<file path="src/hw/rtl/sdi_pkg.sv">
`default_nettype none

package sdi_pkg;

  // Default table geometry
  localparam int unsigned DEF_AXES   = 4;
  localparam int unsigned DEF_POINTS = 4;

  // Fixed field widths
  localparam int unsigned SPEED_W = 16;
  localparam int unsigned DUTY_W  = 7;

  // Divider: |num| < 2^DIVW, quotient never exceeds 127 so QW bits suffice
  localparam int unsigned DIVW  = 24;
  localparam int unsigned QW    = 8;
  localparam int unsigned DCNTW = $clog2(QW + 1);

  // Constant duties
  localparam logic [DUTY_W-1:0] INVALID_DUTY   = 7'd50;
  localparam logic [7:0]        WRITE_DUTY_MIN = 8'd30;
  localparam logic [7:0]        WRITE_DUTY_MAX = 8'd95;
  localparam logic [DUTY_W-1:0] RST_BASE_DUTY  = 7'd50;
  localparam logic [DUTY_W-1:0] RST_MAX_DUTY   = 7'd75;

  typedef enum logic [1:0] {
    MODE_LOOKUP = 2'd0,
    MODE_WRITE  = 2'd1,
    MODE_ENABLE = 2'd2
  } mode_e;

  typedef enum logic [1:0] {
    STAT_LOOKUP  = 2'd0,
    STAT_WRITE   = 2'd1,
    STAT_IGNORED = 2'd2
  } status_e;

  typedef enum logic [1:0] {
    REG_BASE_DUTY = 2'd0,
    REG_MAX_DUTY  = 2'd1
  } reg_e;

  typedef struct packed {
    logic [SPEED_W-1:0] speed;
    logic [DUTY_W-1:0]  duty;
  } pt_t;

  typedef struct packed {
    logic               start;
    logic [DIVW-1:0]    dividend;
    logic [SPEED_W-1:0] divisor;
  } div_req_t;

  typedef struct packed {
    logic          done;
    logic [QW-1:0] quotient;
  } div_rsp_t;

  localparam logic [SPEED_W-1:0] DFLT_SPEED [4] = '{16'd0, 16'd800, 16'd3000, 16'd8000};
  localparam logic [DUTY_W-1:0]  DFLT_DUTY  [4] = '{7'd50, 7'd55, 7'd65, 7'd75};

  function automatic pt_t default_point(input logic [1:0] idx);
    pt_t p;
    p.speed = DFLT_SPEED[idx];
    p.duty  = DFLT_DUTY[idx];
    return p;
  endfunction

endpackage

`default_nettype wire

</file>
<file path="src/hw/rtl/sdi_table.sv">
`default_nettype none

module sdi_table import sdi_pkg::*; #(
  parameter int unsigned Axes   = DEF_AXES,
  parameter int unsigned Points = DEF_POINTS,
  localparam int unsigned Depth = Axes * Points,
  localparam int unsigned AW    = (Depth > 1) ? $clog2(Depth) : 1,
  localparam int unsigned PW    = $clog2(Points)
) (
  input  wire logic          clk_i,
  input  wire logic          rst_ni,
  input  wire logic          en_i,
  input  wire logic          we_i,
  input  wire logic [AW-1:0] addr_i,
  input  wire logic [PW-1:0] pidx_i,
  input  wire pt_t           wdata_i,
  output pt_t                rdata_o
);

  pt_t             mem_q [Depth];
  pt_t             rd_q;
  logic [Depth-1:0] vld_q;
  logic            rd_vld_q;
  logic [PW-1:0]   rd_pidx_q;

  // Single port, registered read
  always_ff @(posedge clk_i) begin
    if (en_i) begin
      if (we_i) begin
        mem_q[addr_i] <= wdata_i;
      end else begin
        rd_q <= mem_q[addr_i];
      end
    end
  end

  // Entries never written read back as their reset point
  always_ff @(posedge clk_i or negedge rst_ni) begin
    if (!rst_ni) begin
      vld_q     <= '0;
      rd_vld_q  <= 1'b0;
      rd_pidx_q <= '0;
    end else if (en_i) begin
      if (we_i) begin
        vld_q[addr_i] <= 1'b1;
      end else begin
        rd_vld_q  <= vld_q[addr_i];
        rd_pidx_q <= pidx_i;
      end
    end
  end

  assign rdata_o = rd_vld_q ? rd_q : default_point(2'(rd_pidx_q));

endmodule

`default_nettype wire

</file>
<file path="src/hw/rtl/sdi_div.sv">
`default_nettype none

module sdi_div import sdi_pkg::*; (
  input  wire logic     clk_i,
  input  wire logic     rst_ni,
  input  wire div_req_t req_i,
  output div_rsp_t      rsp_o
);

  logic                run_q;
  logic [DCNTW-1:0]    cnt_q;
  logic [SPEED_W-1:0]  rem_q;
  logic [QW-1:0]       quo_q;
  logic [SPEED_W-1:0]  den_q;
  logic [SPEED_W:0]    trial;
  logic                ge;

  // Quotient fits QW bits, so the upper dividend bits start below the divisor
  assign trial = {rem_q, quo_q[QW-1]};
  assign ge    = trial >= {1'b0, den_q};

  always_ff @(posedge clk_i or negedge rst_ni) begin
    if (!rst_ni) begin
      run_q <= 1'b0;
      cnt_q <= '0;
    end else if (req_i.start) begin
      run_q <= 1'b1;
      cnt_q <= DCNTW'(QW);
    end else if (run_q) begin
      if (cnt_q == '0) begin
        run_q <= 1'b0;
      end else begin
        cnt_q <= cnt_q - 1'b1;
      end
    end
  end

  always_ff @(posedge clk_i) begin
    if (req_i.start) begin
      rem_q <= req_i.dividend[DIVW-1:QW];
      quo_q <= req_i.dividend[QW-1:0];
      den_q <= req_i.divisor;
    end else if (run_q && cnt_q != '0) begin
      rem_q <= ge ? SPEED_W'(trial - {1'b0, den_q}) : trial[SPEED_W-1:0];
      quo_q <= {quo_q[QW-2:0], ge};
    end
  end

  assign rsp_o.done     = run_q && (cnt_q == '0);
  assign rsp_o.quotient = quo_q;

endmodule

`default_nettype wire

</file>
<file path="src/hw/rtl/speed_to_duty_interpolator_core.sv">
`default_nettype none

// Channel   Direction  Transfer condition       Payload
// item      in         start && !busy           mode_i axis_i speed_i point_index_i
//                                               duty_in_i enable_in_i
// result    out        done_o (one cycle)       duty_out_o status_o
// config    in         cfg_valid_i&&cfg_ready_o cfg_index_i cfg_data_i
//
// One item at a time; busy stays high from the accepting edge through the done_o cycle.
// Writes, enable changes, ignored items and lookups on an invalid or disabled axis go
// from idle straight to the done_o state. A lookup walks the axis's points through the
// single table port, one point per cycle, and, when it must interpolate, then runs the
// 8-step shift-subtract divider.
// Reset is asynchronous, active low; the table needs no clearing pass, per-entry
// valid bits make unwritten entries read as the default points.
// The result receiver cannot stall; config writes are always ready.

module speed_to_duty_interpolator_core import sdi_pkg::*; #(
  parameter int unsigned Axes   = DEF_AXES,
  parameter int unsigned Points = DEF_POINTS
) (
  input  wire logic         clk_i,
  input  wire logic         rst_ni,
  // item channel
  input  wire logic         start,
  output logic              busy,
  input  wire logic [1:0]   mode_i,
  input  wire logic [2:0]   axis_i,
  input  wire logic [15:0]  speed_i,
  input  wire logic [1:0]   point_index_i,
  input  wire logic [7:0]   duty_in_i,
  input  wire logic         enable_in_i,
  // result channel
  output logic              done_o,
  output logic [6:0]        duty_out_o,
  output logic [1:0]        status_o,
  // config channel
  input  wire logic         cfg_valid_i,
  output logic              cfg_ready_o,
  input  wire logic [1:0]   cfg_index_i,
  input  wire logic [6:0]   cfg_data_i
);

  localparam int unsigned Depth = Axes * Points;
  localparam int unsigned AW    = (Depth > 1) ? $clog2(Depth) : 1;
  localparam int unsigned PW    = $clog2(Points);
  localparam int unsigned AXW   = (Axes > 1) ? $clog2(Axes) : 1;

  typedef enum logic [6:0] {
    ST_IDLE  = 7'b0000001,
    ST_SCAN  = 7'b0000010,
    ST_MUL   = 7'b0000100,
    ST_DSTRT = 7'b0001000,
    ST_DIV   = 7'b0010000,
    ST_DONE  = 7'b0100000,
    ST_SPARE = 7'b1000000
  } state_e;

  state_e state_q, state_d;

  // config registers
  logic [DUTY_W-1:0] base_q, max_q;

  // per-axis enables
  logic [Axes-1:0] en_q;

  // item context
  logic [SPEED_W-1:0] spd_q;
  logic [AXW-1:0]     axis_q;
  logic [PW-1:0]      cnt_q, cnt_d;
  pt_t                prev_q, prev_d;
  logic [SPEED_W-1:0] dx_q, dx_d;
  logic [SPEED_W-1:0] den_q, den_d;
  logic signed [7:0]  dd_q, dd_d;
  logic [DUTY_W-1:0]  d0_q, d0_d;
  logic signed [24:0] prod_q;
  logic [DUTY_W-1:0]  duty_q, duty_d;
  status_e            stat_q, stat_d;

  // table port
  logic          tb_en, tb_we;
  logic [AW-1:0] tb_addr;
  logic [PW-1:0] tb_pidx;
  pt_t           tb_wdata, tb_rdata;

  div_req_t div_req;
  div_rsp_t div_rsp;

  logic          accept;
  logic [2:0]    axis_m1;
  logic [AXW-1:0] axis_in;
  logic          axis_ok;
  logic          pidx_ok;
  logic [AW-1:0] in_base, q_base;
  logic [7:0]    din_clamped;
  logic [24:0]   prod_mag;
  logic signed [9:0] interp, upper;

  assign busy        = (state_q != ST_IDLE);
  assign accept      = start && !busy;
  assign cfg_ready_o = 1'b1;

  assign axis_m1 = axis_i - 3'd1;
  assign axis_in = AXW'(axis_m1);
  assign axis_ok = (axis_i != 3'd0) && (32'(axis_i) <= Axes);
  assign pidx_ok = 32'(point_index_i) < Points;
  assign in_base = AW'(32'(axis_in) * Points);
  assign q_base  = AW'(32'(axis_q) * Points);

  // Clamp a written duty into the legal PWM window
  always_comb begin
    din_clamped = duty_in_i;
    if (din_clamped < WRITE_DUTY_MIN) din_clamped = WRITE_DUTY_MIN;
    if (din_clamped > WRITE_DUTY_MAX) din_clamped = WRITE_DUTY_MAX;
  end

  // Signed interpolation: quotient truncates toward zero, then clamp max first, base last
  assign prod_mag = prod_q[24] ? 25'(-prod_q) : 25'(prod_q);
  assign interp   = $signed({3'b000, d0_q}) +
                    (prod_q[24] ? -$signed({2'b00, div_rsp.quotient})
                                :  $signed({2'b00, div_rsp.quotient}));
  assign upper    = (interp > $signed({3'b000, max_q})) ? $signed({3'b000, max_q}) : interp;

  assign div_req.start    = (state_q == ST_DSTRT);
  assign div_req.dividend = prod_mag[DIVW-1:0];
  assign div_req.divisor  = den_q;

  always_comb begin
    state_d  = state_q;
    cnt_d    = cnt_q;
    prev_d   = prev_q;
    dx_d     = dx_q;
    den_d    = den_q;
    dd_d     = dd_q;
    d0_d     = d0_q;
    duty_d   = duty_q;
    stat_d   = stat_q;
    tb_en    = 1'b0;
    tb_we    = 1'b0;
    tb_addr  = in_base + AW'(point_index_i);
    tb_pidx  = PW'(point_index_i);
    tb_wdata = '{speed: speed_i, duty: din_clamped[DUTY_W-1:0]};

    unique case (state_q)
      ST_IDLE: begin
        if (accept) begin
          state_d = ST_DONE;
          duty_d  = '0;
          stat_d  = STAT_IGNORED;
          cnt_d   = '0;
          case (mode_i)
            MODE_LOOKUP: begin
              stat_d = STAT_LOOKUP;
              if (!axis_ok || !en_q[axis_in]) begin
                duty_d = INVALID_DUTY;
              end else begin
                // fetch the first point of the axis
                tb_en   = 1'b1;
                tb_addr = in_base;
                tb_pidx = '0;
                state_d = ST_SCAN;
              end
            end
            MODE_WRITE: begin
              if (axis_ok && pidx_ok) begin
                tb_en  = 1'b1;
                tb_we  = 1'b1;
                stat_d = STAT_WRITE;
              end
            end
            MODE_ENABLE: begin
              if (axis_ok) stat_d = STAT_WRITE;
            end
            default: begin
              stat_d = STAT_IGNORED;
            end
          endcase
        end
      end

      ST_SCAN: begin
        // tb_rdata holds point cnt_q, prev_q holds point cnt_q-1
        if (cnt_q == '0) begin
          if (spd_q <= tb_rdata.speed) begin
            duty_d  = base_q;
            state_d = ST_DONE;
          end else begin
            prev_d  = tb_rdata;
            cnt_d   = cnt_q + 1'b1;
            tb_en   = 1'b1;
            tb_addr = q_base + AW'(cnt_q + 1'b1);
            tb_pidx = cnt_q + 1'b1;
          end
        end else if (spd_q >= prev_q.speed && spd_q <= tb_rdata.speed) begin
          if (tb_rdata.speed == prev_q.speed) begin
            duty_d  = prev_q.duty;
            state_d = ST_DONE;
          end else begin
            dx_d    = spd_q - prev_q.speed;
            den_d   = tb_rdata.speed - prev_q.speed;
            dd_d    = $signed({1'b0, tb_rdata.duty}) - $signed({1'b0, prev_q.duty});
            d0_d    = prev_q.duty;
            state_d = ST_MUL;
          end
        end else if (cnt_q == PW'(Points - 1)) begin
          // past every segment: hold the last point's duty
          duty_d  = tb_rdata.duty;
          state_d = ST_DONE;
        end else begin
          prev_d  = tb_rdata;
          cnt_d   = cnt_q + 1'b1;
          tb_en   = 1'b1;
          tb_addr = q_base + AW'(cnt_q + 1'b1);
          tb_pidx = cnt_q + 1'b1;
        end
      end

      ST_MUL: begin
        state_d = ST_DSTRT;
      end

      ST_DSTRT: begin
        state_d = ST_DIV;
      end

      ST_DIV: begin
        if (div_rsp.done) begin
          duty_d  = (upper < $signed({3'b000, base_q})) ? base_q : upper[DUTY_W-1:0];
          state_d = ST_DONE;
        end
      end

      ST_DONE: begin
        state_d = ST_IDLE;
      end

      default: begin
        state_d = ST_IDLE;
      end
    endcase
  end

  always_ff @(posedge clk_i or negedge rst_ni) begin
    if (!rst_ni) begin
      state_q <= ST_IDLE;
      base_q  <= RST_BASE_DUTY;
      max_q   <= RST_MAX_DUTY;
      en_q    <= '1;
    end else begin
      state_q <= state_d;
      if (cfg_valid_i && cfg_ready_o) begin
        case (cfg_index_i)
          REG_BASE_DUTY: base_q <= cfg_data_i;
          REG_MAX_DUTY:  max_q  <= cfg_data_i;
          default: ;
        endcase
      end
      if (accept && mode_i == MODE_ENABLE && axis_ok) begin
        en_q[axis_in] <= enable_in_i;
      end
    end
  end

  // payload, no reset
  always_ff @(posedge clk_i) begin
    if (accept) begin
      spd_q  <= speed_i;
      axis_q <= axis_in;
    end
    cnt_q  <= cnt_d;
    prev_q <= prev_d;
    dx_q   <= dx_d;
    den_q  <= den_d;
    dd_q   <= dd_d;
    d0_q   <= d0_d;
    duty_q <= duty_d;
    stat_q <= stat_d;
    if (state_q == ST_MUL) begin
      prod_q <= $signed({1'b0, dx_q}) * dd_q;
    end
  end

  assign done_o     = (state_q == ST_DONE);
  assign duty_out_o = duty_q;
  assign status_o   = stat_q;

  sdi_table #(
    .Axes   (Axes),
    .Points (Points)
  ) u_table (
    .clk_i   (clk_i),
    .rst_ni  (rst_ni),
    .en_i    (tb_en),
    .we_i    (tb_we),
    .addr_i  (tb_addr),
    .pidx_i  (tb_pidx),
    .wdata_i (tb_wdata),
    .rdata_o (tb_rdata)
  );

  sdi_div u_div (
    .clk_i  (clk_i),
    .rst_ni (rst_ni),
    .req_i  (div_req),
    .rsp_o  (div_rsp)
  );

`ifndef SYNTHESIS
  a_accept_busy: assert property (@(posedge clk_i) disable iff (!rst_ni)
    accept |=> busy) else $error("accepted item did not raise busy");

  a_single_result: assert property (@(posedge clk_i) disable iff (!rst_ni)
    done_o |=> !done_o && !busy) else $error("result strobe repeated");

  a_write_zero_duty: assert property (@(posedge clk_i) disable iff (!rst_ni)
    done_o && status_o != STAT_LOOKUP |-> duty_out_o == '0)
    else $error("non-lookup result carries a duty");

  a_div_in_state: assert property (@(posedge clk_i) disable iff (!rst_ni)
    div_rsp.done |-> state_q == ST_DIV) else $error("divider finished outside its wait");

  a_table_idle: assert property (@(posedge clk_i) disable iff (!rst_ni)
    tb_en && tb_we |-> accept && mode_i == MODE_WRITE)
    else $error("table written outside a point write");
`endif

endmodule

`default_nettype wire

</file>
<file path="config.mk">
export PLATFORM = sky130hd
export DESIGN_NAME = speed_to_duty_interpolator_core
export DESIGN_NICKNAME = d
export VERILOG_FILES = /design/src/hw/rtl/sdi_pkg.sv /design/src/hw/rtl/sdi_table.sv /design/src/hw/rtl/sdi_div.sv /design/src/hw/rtl/speed_to_duty_interpolator_core.sv
export SDC_FILE = /design/constraint.sdc
export NUM_CORES = 1
export LEC_CHECK = 0
export ABC_AREA = 1
export BUFFER_PORTS_ARGS = -buffer_cell sky130_fd_sc_hd__buf_2
export CAP_MARGIN = 40
export CORE_ASPECT_RATIO = 0.5
export CORE_MARGIN = 3
export CORE_UTILIZATION = 58
export DETAILED_ROUTE_END_ITERATION = 10
export PLACE_DENSITY_LB_ADDON = 0.12
export RECOVER_POWER = 25
export SLEW_MARGIN = 5
export SYNTH_ARGS = -nofsm -noshare
export SYNTH_HDL_FRONTEND = slang
export SYNTH_SLANG_ARGS = --single-unit
</file>
<file path="constraint.sdc">
create_clock -name clk_i -period 5.65 [get_ports clk_i]
set_input_delay 0.2825 -clock clk_i [delete_from_list [all_inputs] [get_ports clk_i]]
set_output_delay 0.2825 -clock clk_i [all_outputs]
set_load 0.01 [all_outputs]
</file>
Word-level counts from Yosys, hierarchy flattened

Memories as Yosys holds them, arrays and structs flattened. A register that Yosys moved wholly into a read port is not among the register bits.
Index checks and enable logic that the tools add are counted.

Bitwise gates (word level): 5
Reductions and logical operators: 35
$add $sub $neg: 13
Muxes and demuxes: 96
$lt $le $gt $ge: 13
Equality and inequality tests: 24
$mul: 1

Operator list:

| operator                                                       | count |
|---|---|
| 7-bit two-way mux                                              | 17 |
| 23-bit two-way mux                                             | 5 |
| 16-bit two-way mux                                             | 5 |
| 16-bit subtractor                                              | 3 |
| 4-bit two-way mux                                              | 10 |
| 7-bit one-hot mux with 5 select lines                          | 1 |
| 16-bit binary-select mux with 2-bit select                     | 1 |
| 6-bit two-way mux                                              | 5 |
| 2-bit two-way mux                                              | 13 |
| 17-bit by 8-bit multiplier with 25-bit output                  | 1 |
| 24-bit two-way mux                                             | 1 |
| 8-bit two-way mux                                              | 3 |
| 24-bit negator                                                 | 1 |
| 7-bit one-hot mux with 3 select lines                          | 1 |
| 1-bit two-way mux                                              | 20 |
| 10-bit two-way mux                                             | 2 |
| 17-bit by 16-bit greater-or-equal comparator with 1-bit output | 1 |
| 16-bit == test                                                 | 1 |
| 16-bit greater-or-equal comparator                             | 1 |
| 16-bit less-or-equal comparator                                | 1 |
| 16-bit OR                                                      | 1 |
| 7-bit binary-select mux with 2-bit select                      | 1 |
| 2-bit != test, second input constant                           | 6 |
| 3-bit != test, second input constant                           | 4 |
| 52 further kinds                                               | 82 |

Memories: 1
Output and inout port bits: 12
RAM bits: 368
Logic and storage cells: 212
Register bits after elaboration: 213
Bits of input ports: 45

Memories:

| name          | depth | width | read ports | clocked after Yosys merged registers in | write ports | line            | RTL |
|---|---|---|---|---|---|---|---|
| u_table.mem_q | 16    | 23    | 1          | 1                                       | 1           | sdi_table.sv:20 | `pt_t mem_q [Depth];` |

Longest topological paths before layout

Gate-level depths: netlist (run 1).

Word-level depth: 15
Mapped depth: 33
Gate-level depth less buffers: 32

Cells and area by module

From an unflattened synthesis (run 1), not the netlist that was laid out.

Cell total of the unflattened synthesis: 3145
Area total of the unflattened synthesis: 32188.4 µm²

Modules (own cells, without submodules):

| module                          | cells each | times used | sequential area each (µm²) | area each (µm²) |
|---|---|---|---|---|
| sdi_table                       | 1158       | 1          | 12216.7                    | 15573.7 |
| speed_to_duty_interpolator_core | 1573       | 1          | 4339.2                     | 13464.2 |
| sdi_div                         | 414        | 1          | 1326.3                     | 3150.5 |

Worst setup path after synthesis (run 1)

Ideal clock, no wire load.

Kind: register to register
From: register dd_q[5]
To: register prod_q[22] (data pin)
Setup slack: 0.386 ns
Setup time: 0.262 ns
Required time: 5.388 ns
Path buffers: 2
Period minus slack after synthesis: 5.264 ns
Data arrival time: 5.002 ns
Cell stages (with the launch flop): 24
Cell sequence: edfxtp_1 > clkbuf_1 > clkbuf_1 > nand2_1 > fa_1 > fa_1 > inv_1 > fa_1 > fa_1 > ha_1 > nand2_1 > o21ai_0 > nand2_1 > nand2_1 > a21oi_1 > o21ai_0 > a21oi_1 > o21bai_1 > nand2_1 > nor2_1 > nor2_1 > o21ai_0 > a21oi_1 > xor2_1

Cells in the longest elaborated chain, start to end: 1

Ends and longest elaborated chain:

| element                                       | line                                   | RTL |
|---|---|---|
| start, declared                               | speed_to_duty_interpolator_core.sv:74  | `logic signed [7:0] dd_q, dd_d;` |
| start signal, assigned                        | speed_to_duty_interpolator_core.sv:274 | `dd_q <= dd_d;` |
| 17-bit by 8-bit multiplier with 25-bit output | speed_to_duty_interpolator_core.sv:279 | `prod_q <= $signed({1'b0, dx_q}) * dd_q;` |
| end signal, assigned                          | speed_to_duty_interpolator_core.sv:279 |  |
| end, declared                                 | speed_to_duty_interpolator_core.sv:76  | `logic signed [24:0] prod_q;` |

Every way passes these cells.
A chain may end at the register's enable or synchronous reset.

Worst setup path in the final report (run 1)

From: register dd_q[7]
To: register prod_q[23] (data pin)

Same word-level chain as after synthesis.

==> impl_metrics.json, run 1 <==
{
  "wirelength_microns": 75600,
  "seq_area_frac_synth_pct": 55.1,
  "crit_slowest_cell": "fa_1",
  "diodes": 0,
  "cts.path.max_buffers": 3,
  "grt_pass1_vias": 21900,
  "critPathMaxFanout": 16,
  "die_h_microns": 173,
  "synth-edff-count": 555,
  "maxCapViolations": 0,
  "gp_congestion": 0.883,
  "routedWlPerCell_microns": 18.7,
  "rr_endpoint": "prod_q[23]",
  "overflow": 0,
  "dp_hpwl_microns": 51700,
  "outcome": "finished clean",
  "hold_path_depth": 5,
  "async_flop_share_pct": 7.96,
  "p_per_area_nw_per_um2": 373,
  "final_common_cell": "nand2_1",
  "grt_usage_pct": 25.8,
  "firstDrtPassIters": 5,
  "synthesis.area_sq_um": 32500,
  "final_cell_count_no_fill": 4039,
  "cp-start-kind": "flip-flop",
  "cts_inserted_buffers": 52,
  "ir_drop_mv": 0.353,
  "clk_latency_ns": 0.63,
  "yosys_warnings": 0,
  "r2r_cells": 21,
  "finalHoldViolCount": 0,
  "critPathKind": "reg2reg",
  "setup_viol": 0,
  "fin_nets": 3555,
  "postRouteAntennaNets": 0,
  "portBuffers": 55,
  "post-route-period-util_pct": 93.1,
  "grt_start_max_net_pins": 94,
  "cts_root_buf": "clkbuf_16",
  "synthFlopType": "edfxtp_1",
  "post-route-min-period_ns": 5.26,
  "vias_per_cell": 5.59,
  "grt_first_pass_wirelength_microns": 120000,
  "dp.cells": 3929,
  "synth_nets": 3491,
  "min_to": "en_q[1]",
  "cp_cell_sequence": "inv_1 -> buf_4 -> or2_2 -> fa_1 -> inv_1 -> fa_1 -> fa_1 -> fa_1 -> ha_1 -> a21oi_1 -> o21ai_0 -> nand2_1 -> nand2_1 -> nand2_1 -> nand2_1 -> nand2_1 -> nand2_1 -> a21oi_1 -> nor3_1 -> a2111oi_0 -> xor2_1",
  "hold_path_class": "in2reg",
  "slew_viol_final": 0,
  "cp_common_cell": "nand2_1",
  "crit_buf_inv": 3,
  "antenna_found_initial": 6,
  "die-area_sq_um": 59000,
  "cts_tree": "yes",
  "fmaxAchievable_ghz": 0.190,
  "hold_slack_ns": 0.107,
  "setup.worst_path.start": "dd_q[7]",
  "final_cell_mix": "nand2_1, edfxtp_1, inv_1, nand3_1, ha_1",
  "layout-drive-gt1-share_pct": 8.19,
  "worstMarginPinSlew_ns": 1.00,
  "syn2layout_area_growth_pct": 10.0,
  "slew_headroom_pct": 33.3,
  "endpoint_kind": "flip-flop",
  "min_from": "axis_i[1]",
  "rows": 60,
  "synth_cells": 3188,
  "htree_levels": 2,
  "max_stage_delay_ns": 0.55,
  "yosys.cell_types.count": 56,
  "synth-seq-cells": 603,
  "vias": 22600,
  "crit_required_ns": 5.99,
  "io_pins": 57,
  "drc": 0,
  "fin_skew_ns": 0.0428,
  "crit_arrival_ns": 5.60,
  "initial_core_util_pct": 59.6,
  "clk_pin_slew_ns": 0.07,
  "power.leakage_uw": 0.0154,
  "die_width_microns": 341,
  "r2r_slack_ns": 0.39,
  "postSynthAreaPerCell_sq_um": 10.2,
  "drtIter0Drc": 2266,
  "critical_path.top_delay_family": "adder cells",
  "cts_sinks": 603,
  "rr_startpoint": "dd_q[7]",
  "fp.coreArea_sq_um": 54500
}
-- flip-flops by register name, indices dropped and copies added (netlist names), 23 cells and up --
| signal | count |
|---|---|
| u_table.rd_q | 23 |
| u_table.mem_q | 368 |
| prod_q | 25 |
| prev_q | 23 |
-- report_power, final --
part | internal, uW | total, uW | leakage (uW) | switching, uW
sequential | 5170 | 5250 | 0.00559 | 79.6
combinational | 1270 | 4280 | 0.00889 | 3010
clock | 2150 | 3810 | 0.000891 | 1650
-- per-stage QoR --
step | worst slack [ns] | TNS (ns) | instance area [sq um] | utilization [%] | power (uW)
4_1_cts | 0.246 | 0 | 35700 | 65.5 | 13400
3_5_place_dp | 0.242 | 0 | 33800 | 62.0 | 9570
5_1_grt | -0.00578 | -0.00578 | 35700 | 65.5 | 14100
6_report | 0.388 | 0 | 35700 | 65.5 | 13300
3_3_place_gp | 0.297 | 0 | 33700 | 61.9 | 9490
2_1_floorplan | 0.386 | 0 | 32500 | - | 8450
-- area by class of cell --
cell class	count	area, sq um
flip-flops and latches	603	17900
fillers	4279	18800
inverters	408	1530
repair buffers	140	1050
multi-input cells	2047	12500
well taps	744	931
clock inverters	29	388
clock buffers	68	1420
-- synthesized netlist by cell type, types with 3 or more instances --
library cell,count,share of area [%]
nand2_1,819,9.5
buf_2,55,0.85
clkbuf_1,50,0.58
nand2_2,4,0.077
nor2_1,109,1.3
xor2_1,54,1.5
buf_6,11,0.38
inv_2,4,0.046
o221ai_1,4,0.11
fa_1,90,5.5
inv_1,401,4.6
ha_1,168,6.5
nand4_1,33,0.64
a31oi_1,8,0.15
o21bai_1,8,0.18
buf_4,12,0.28
o21ai_1,47,0.72
dfstp_2,12,0.97
clkinv_1,3,0.035
xnor2_1,37,1.0
nor3_1,21,0.32
a21boi_0,5,0.12
a21oi_1,155,2.4
o21ai_0,104,1.6
dfrtp_1,36,2.8
or2_1,11,0.21
a21o_1,4,0.092
o22ai_1,7,0.13
nand3_1,285,4.4
o211ai_1,17,0.39
nor2_2,3,0.058
edfxtp_1,555,51
or2_2,17,0.33
nor4_1,7,0.13
-- per-layer routing --
metal | GRT usage (%) | routed length, microns | vias to the layer above
met4 | 5.88 | 1500 | 8
met1 | 38.4 | 34700 | 10900
li1 | - | - | 10800
met5 | 0 | 55 | -
met3 | 4.92 | 5630 | 122
met2 | 39.5 | 33600 | 745
-- worst min-delay path, delay by kind of cell --
family	cells	cell delay (ns)
buffers and inverters	1	0.10
AO/OA/AOI/OAI	1	0.07
adder cells (fa/ha/maj)	1	0.13
AND/OR/NAND/NOR	2	0.11
-- cells by family after synthesis --
family | Yosys count | share of synthesized area, %
adders and majority gates | 258 | 12.0
DFF | 603 | 55.1
AOI/OAI and AO/OA | 375 | 6.31
buffers and inverters | 538 | 6.82
and+or+nand+nor | 1322 | 17.3
other | 1 | 0.0115
xor gates and xnor gates | 91 | 2.45
-- timing repair --
item,in CTS,in global routing
endpoints found under the hold margin,55,0
endpoints found under the setup margin,0,10
gates resized for setup,0,3
setup buffers,0,3
hold buffers,10,0
-- how the worst max path moves through the flow --
stage                               end  cells past startpoint
after floorplan              prod_q[22]                     23
after global placement       prod_q[24]                     22
after detailed placement     prod_q[24]                     22
after CTS                    prod_q[24]                     22
after global routing      duty_out_o[0]                     28
final                        prod_q[23]                     21
Note: power is estimated with default switching activity, not from simulation.
==> inputs of run 2 (changes only) <==
--- a/config.mk
+++ b/config.mk
@@ -6,7 +6,7 @@
 export NUM_CORES = 1
 export LEC_CHECK = 0
 export ABC_AREA = 1
-export BUFFER_PORTS_ARGS = -buffer_cell sky130_fd_sc_hd__buf_2
+export BUFFER_PORTS_ARGS = -buffer_cell sky130_fd_sc_hd__buf_4
 export CAP_MARGIN = 40
 export CORE_ASPECT_RATIO = 0.5
 export CORE_MARGIN = 3
==> run 2 against run 1 <==
Against the previous run:
- register-to-register slack is essentially flat
- largest cell class unchanged
- via count increased by 0.42%
- first-iteration DRC count is 4.3% higher
- total power decreased by 0.49%
- largest power group unchanged
- die area unchanged
==> impl_metrics.json, run 2 (synthesis gave the netlist of run 1 again) <==
{
  "outcome": "finished clean",
  "cts_root_buf": "clkbuf_16",
  "postRouteAntennaNets": 0,
  "initial_core_util_pct": 59.6,
  "cp-start-kind": "flip-flop",
  "clk_latency_ns": 0.62,
  "slew_viol_final": 0,
  "grt_start_max_net_pins": 111,
  "max_stage_delay_ns": 0.55,
  "crit_required_ns": 5.98,
  "dp_hpwl_microns": 52300,
  "rsz0062_at_grt": "false",
  "post-route-min-period_ns": 5.26,
  "portBuffers": 55,
  "ir_drop_mv": 0.436,
  "htree_levels": 2,
  "critical_path.top_delay_family": "adder cells",
  "die-area_sq_um": 59000,
  "r2r_cells": 21,
  "hold_path_class": "in2reg",
  "gp_congestion": 0.879,
  "drtIter0Drc": 2363,
  "crit_buf_inv": 3,
  "endpoint_kind": "flip-flop",
  "top_regs": "u_table.mem_q (368), prod_q (25)",
  "wirelength_microns": 76800,
  "diodes": 0,
  "hold_path_depth": 5,
  "fp.coreArea_sq_um": 54500,
  "maxCapViolations": 0,
  "critPathMaxFanout": 16,
  "cp_common_cell": "nand2_1",
  "cts_tree": "yes",
  "cts.path.max_buffers": 3,
  "largest-register": "u_table.mem_q",
  "layout-drive-gt1-share_pct": 8.11,
  "cts_setup_buffers": 0,
  "firstDrtPassIters": 5,
  "crit_arrival_ns": 5.58,
  "cts_sinks": 603,
  "clk_pin_slew_ns": 0.07,
  "cp_cell_sequence": "inv_1 -> buf_4 -> or2_2 -> fa_1 -> inv_1 -> fa_1 -> fa_1 -> fa_1 -> ha_1 -> a21oi_1 -> o21ai_0 -> nand2_1 -> nand2_1 -> nand2_1 -> nand2_1 -> nand2_1 -> nand2_1 -> a21oi_1 -> nor3_1 -> a2111oi_0 -> xor2_1",
  "worstMarginPinSlew_ns": 1.09,
  "grt_usage_pct": 26.2,
  "syn2layout_area_growth_pct": 10.6,
  "grt_pass1_vias": 21900,
  "antenna_found_initial": 4,
  "finalHoldViolCount": 0,
  "routedWlPerCell_microns": 19.0,
  "overflow": 0,
  "vias_per_cell": 5.60,
  "drc": 0,
  "vias": 22700,
  "crit_slowest_cell": "fa_1",
  "fmaxAchievable_ghz": 0.190,
  "grt_first_pass_wirelength_microns": 121000,
  "setup_viol": 0,
  "cts_inserted_buffers": 53,
  "die_width_microns": 341,
  "power.leakage_uw": 0.0154,
  "slew_headroom_pct": 27.1,
  "critPathKind": "reg2reg",
  "final_cell_mix": "nand2_1, edfxtp_1, inv_1, nand3_1, ha_1",
  "tns_ns": 0,
  "fin_skew_ns": 0.0383,
  "hold_slack_ns": 0.0773,
  "fin_nets": 3567,
  "post-route-period-util_pct": 93.0,
  "p_per_area_nw_per_um2": 369,
  "die_h_microns": 173,
  "rows": 60,
  "largest_register_ffs": 368,
  "worst-path-stages": 21,
  "final_common_cell": "nand2_1",
  "io_pins": 57
}
-- run 2: cell types whose count changed in the layout (fill, tap and decap cells not counted), sizes merged --
cell         previous run  this run
dlygate4sd3            10        21
clkbuf                 85        79
clkinv                 24        25
buf                   113       112
clkinvlp                0         6
inv                   405       406
bufinv                  8         5
-- run 2: repair_timing --
action                                 CTS  global route
gates resized for setup                  0             5
hold buffers                            21             0
setup endpoints to repair                0             9
endpoints found under the hold margin  226             0
-- run 2: layer usage --
metal | part of all wire [%] | vias up | global-route usage (%)
met5 | 0 | - | 0
met3 | 8.3 | 121 | 4.28
li1 | - | 10800 | -
met1 | 44 | 10900 | 39.0
met4 | 2.2 | 0 | 6.15
met2 | 45 | 807 | 40.6
-- run 2: path summary, 6_finish.rpt --
check	slack [ns]	end	start
worst max-delay path	0.39	prod_q[23]	dd_q[7]
worst max register to register	0.39	prod_q[23]	dd_q[7]
min in group asynchronous	0.24	u_table.vld_q[12]	rst_ni
worst min register to register	0.42	u_div.den_q[15]	den_q[15]
max in group asynchronous	4.91	max_q[5]	rst_ni
worst min-delay path	0.08	en_q[2]	axis_i[1]
-- run 2: power breakdown --
part	switching, uW	internal [uW]
Clock	1670	1970
Sequential	81.2	5170
Combinational	3040	1330
Total	4790	8480
-- run 2: through the flow --
step | setup WS (ns) | power, uW | cells | utilization (%) | area, sq um
after floorplan | 0.386 | 8450 | 3188 | - | 32500
after global placement | 0.331 | 9570 | 3928 | 62.4 | 34000
after detailed placement | 0.328 | 9660 | 3932 | 62.5 | 34100
after CTS | 0.325 | 13300 | 4048 | 66.0 | 36000
after global routing | 0.00459 | 14000 | 4048 | 65.9 | 35900
final | 0.394 | 13300 | 4048 | 65.9 | 35900
-- run 2: final cells by class --
cell class              instances  area (sq um)
flip-flops and latches        603         17900
repair buffers                151          1340
fillers                      4306         18600
clock buffers                  61          1370
multi-input cells            2047         12500
clock inverters                34           345
well taps                     744           931
inverters                     408          1530
-- run 2: worst register-to-register path: cells and delay by family (launching register included) --
family,cells,cell delay (ns)
adder cells (fa/ha/maj),5,2.41
AO/OA/AOI/OAI,4,0.95
AND/OR/NAND/NOR,8,0.85
flip-flops,1,0.36
buffers and inverters,3,0.31
XOR/XNOR,1,0.11
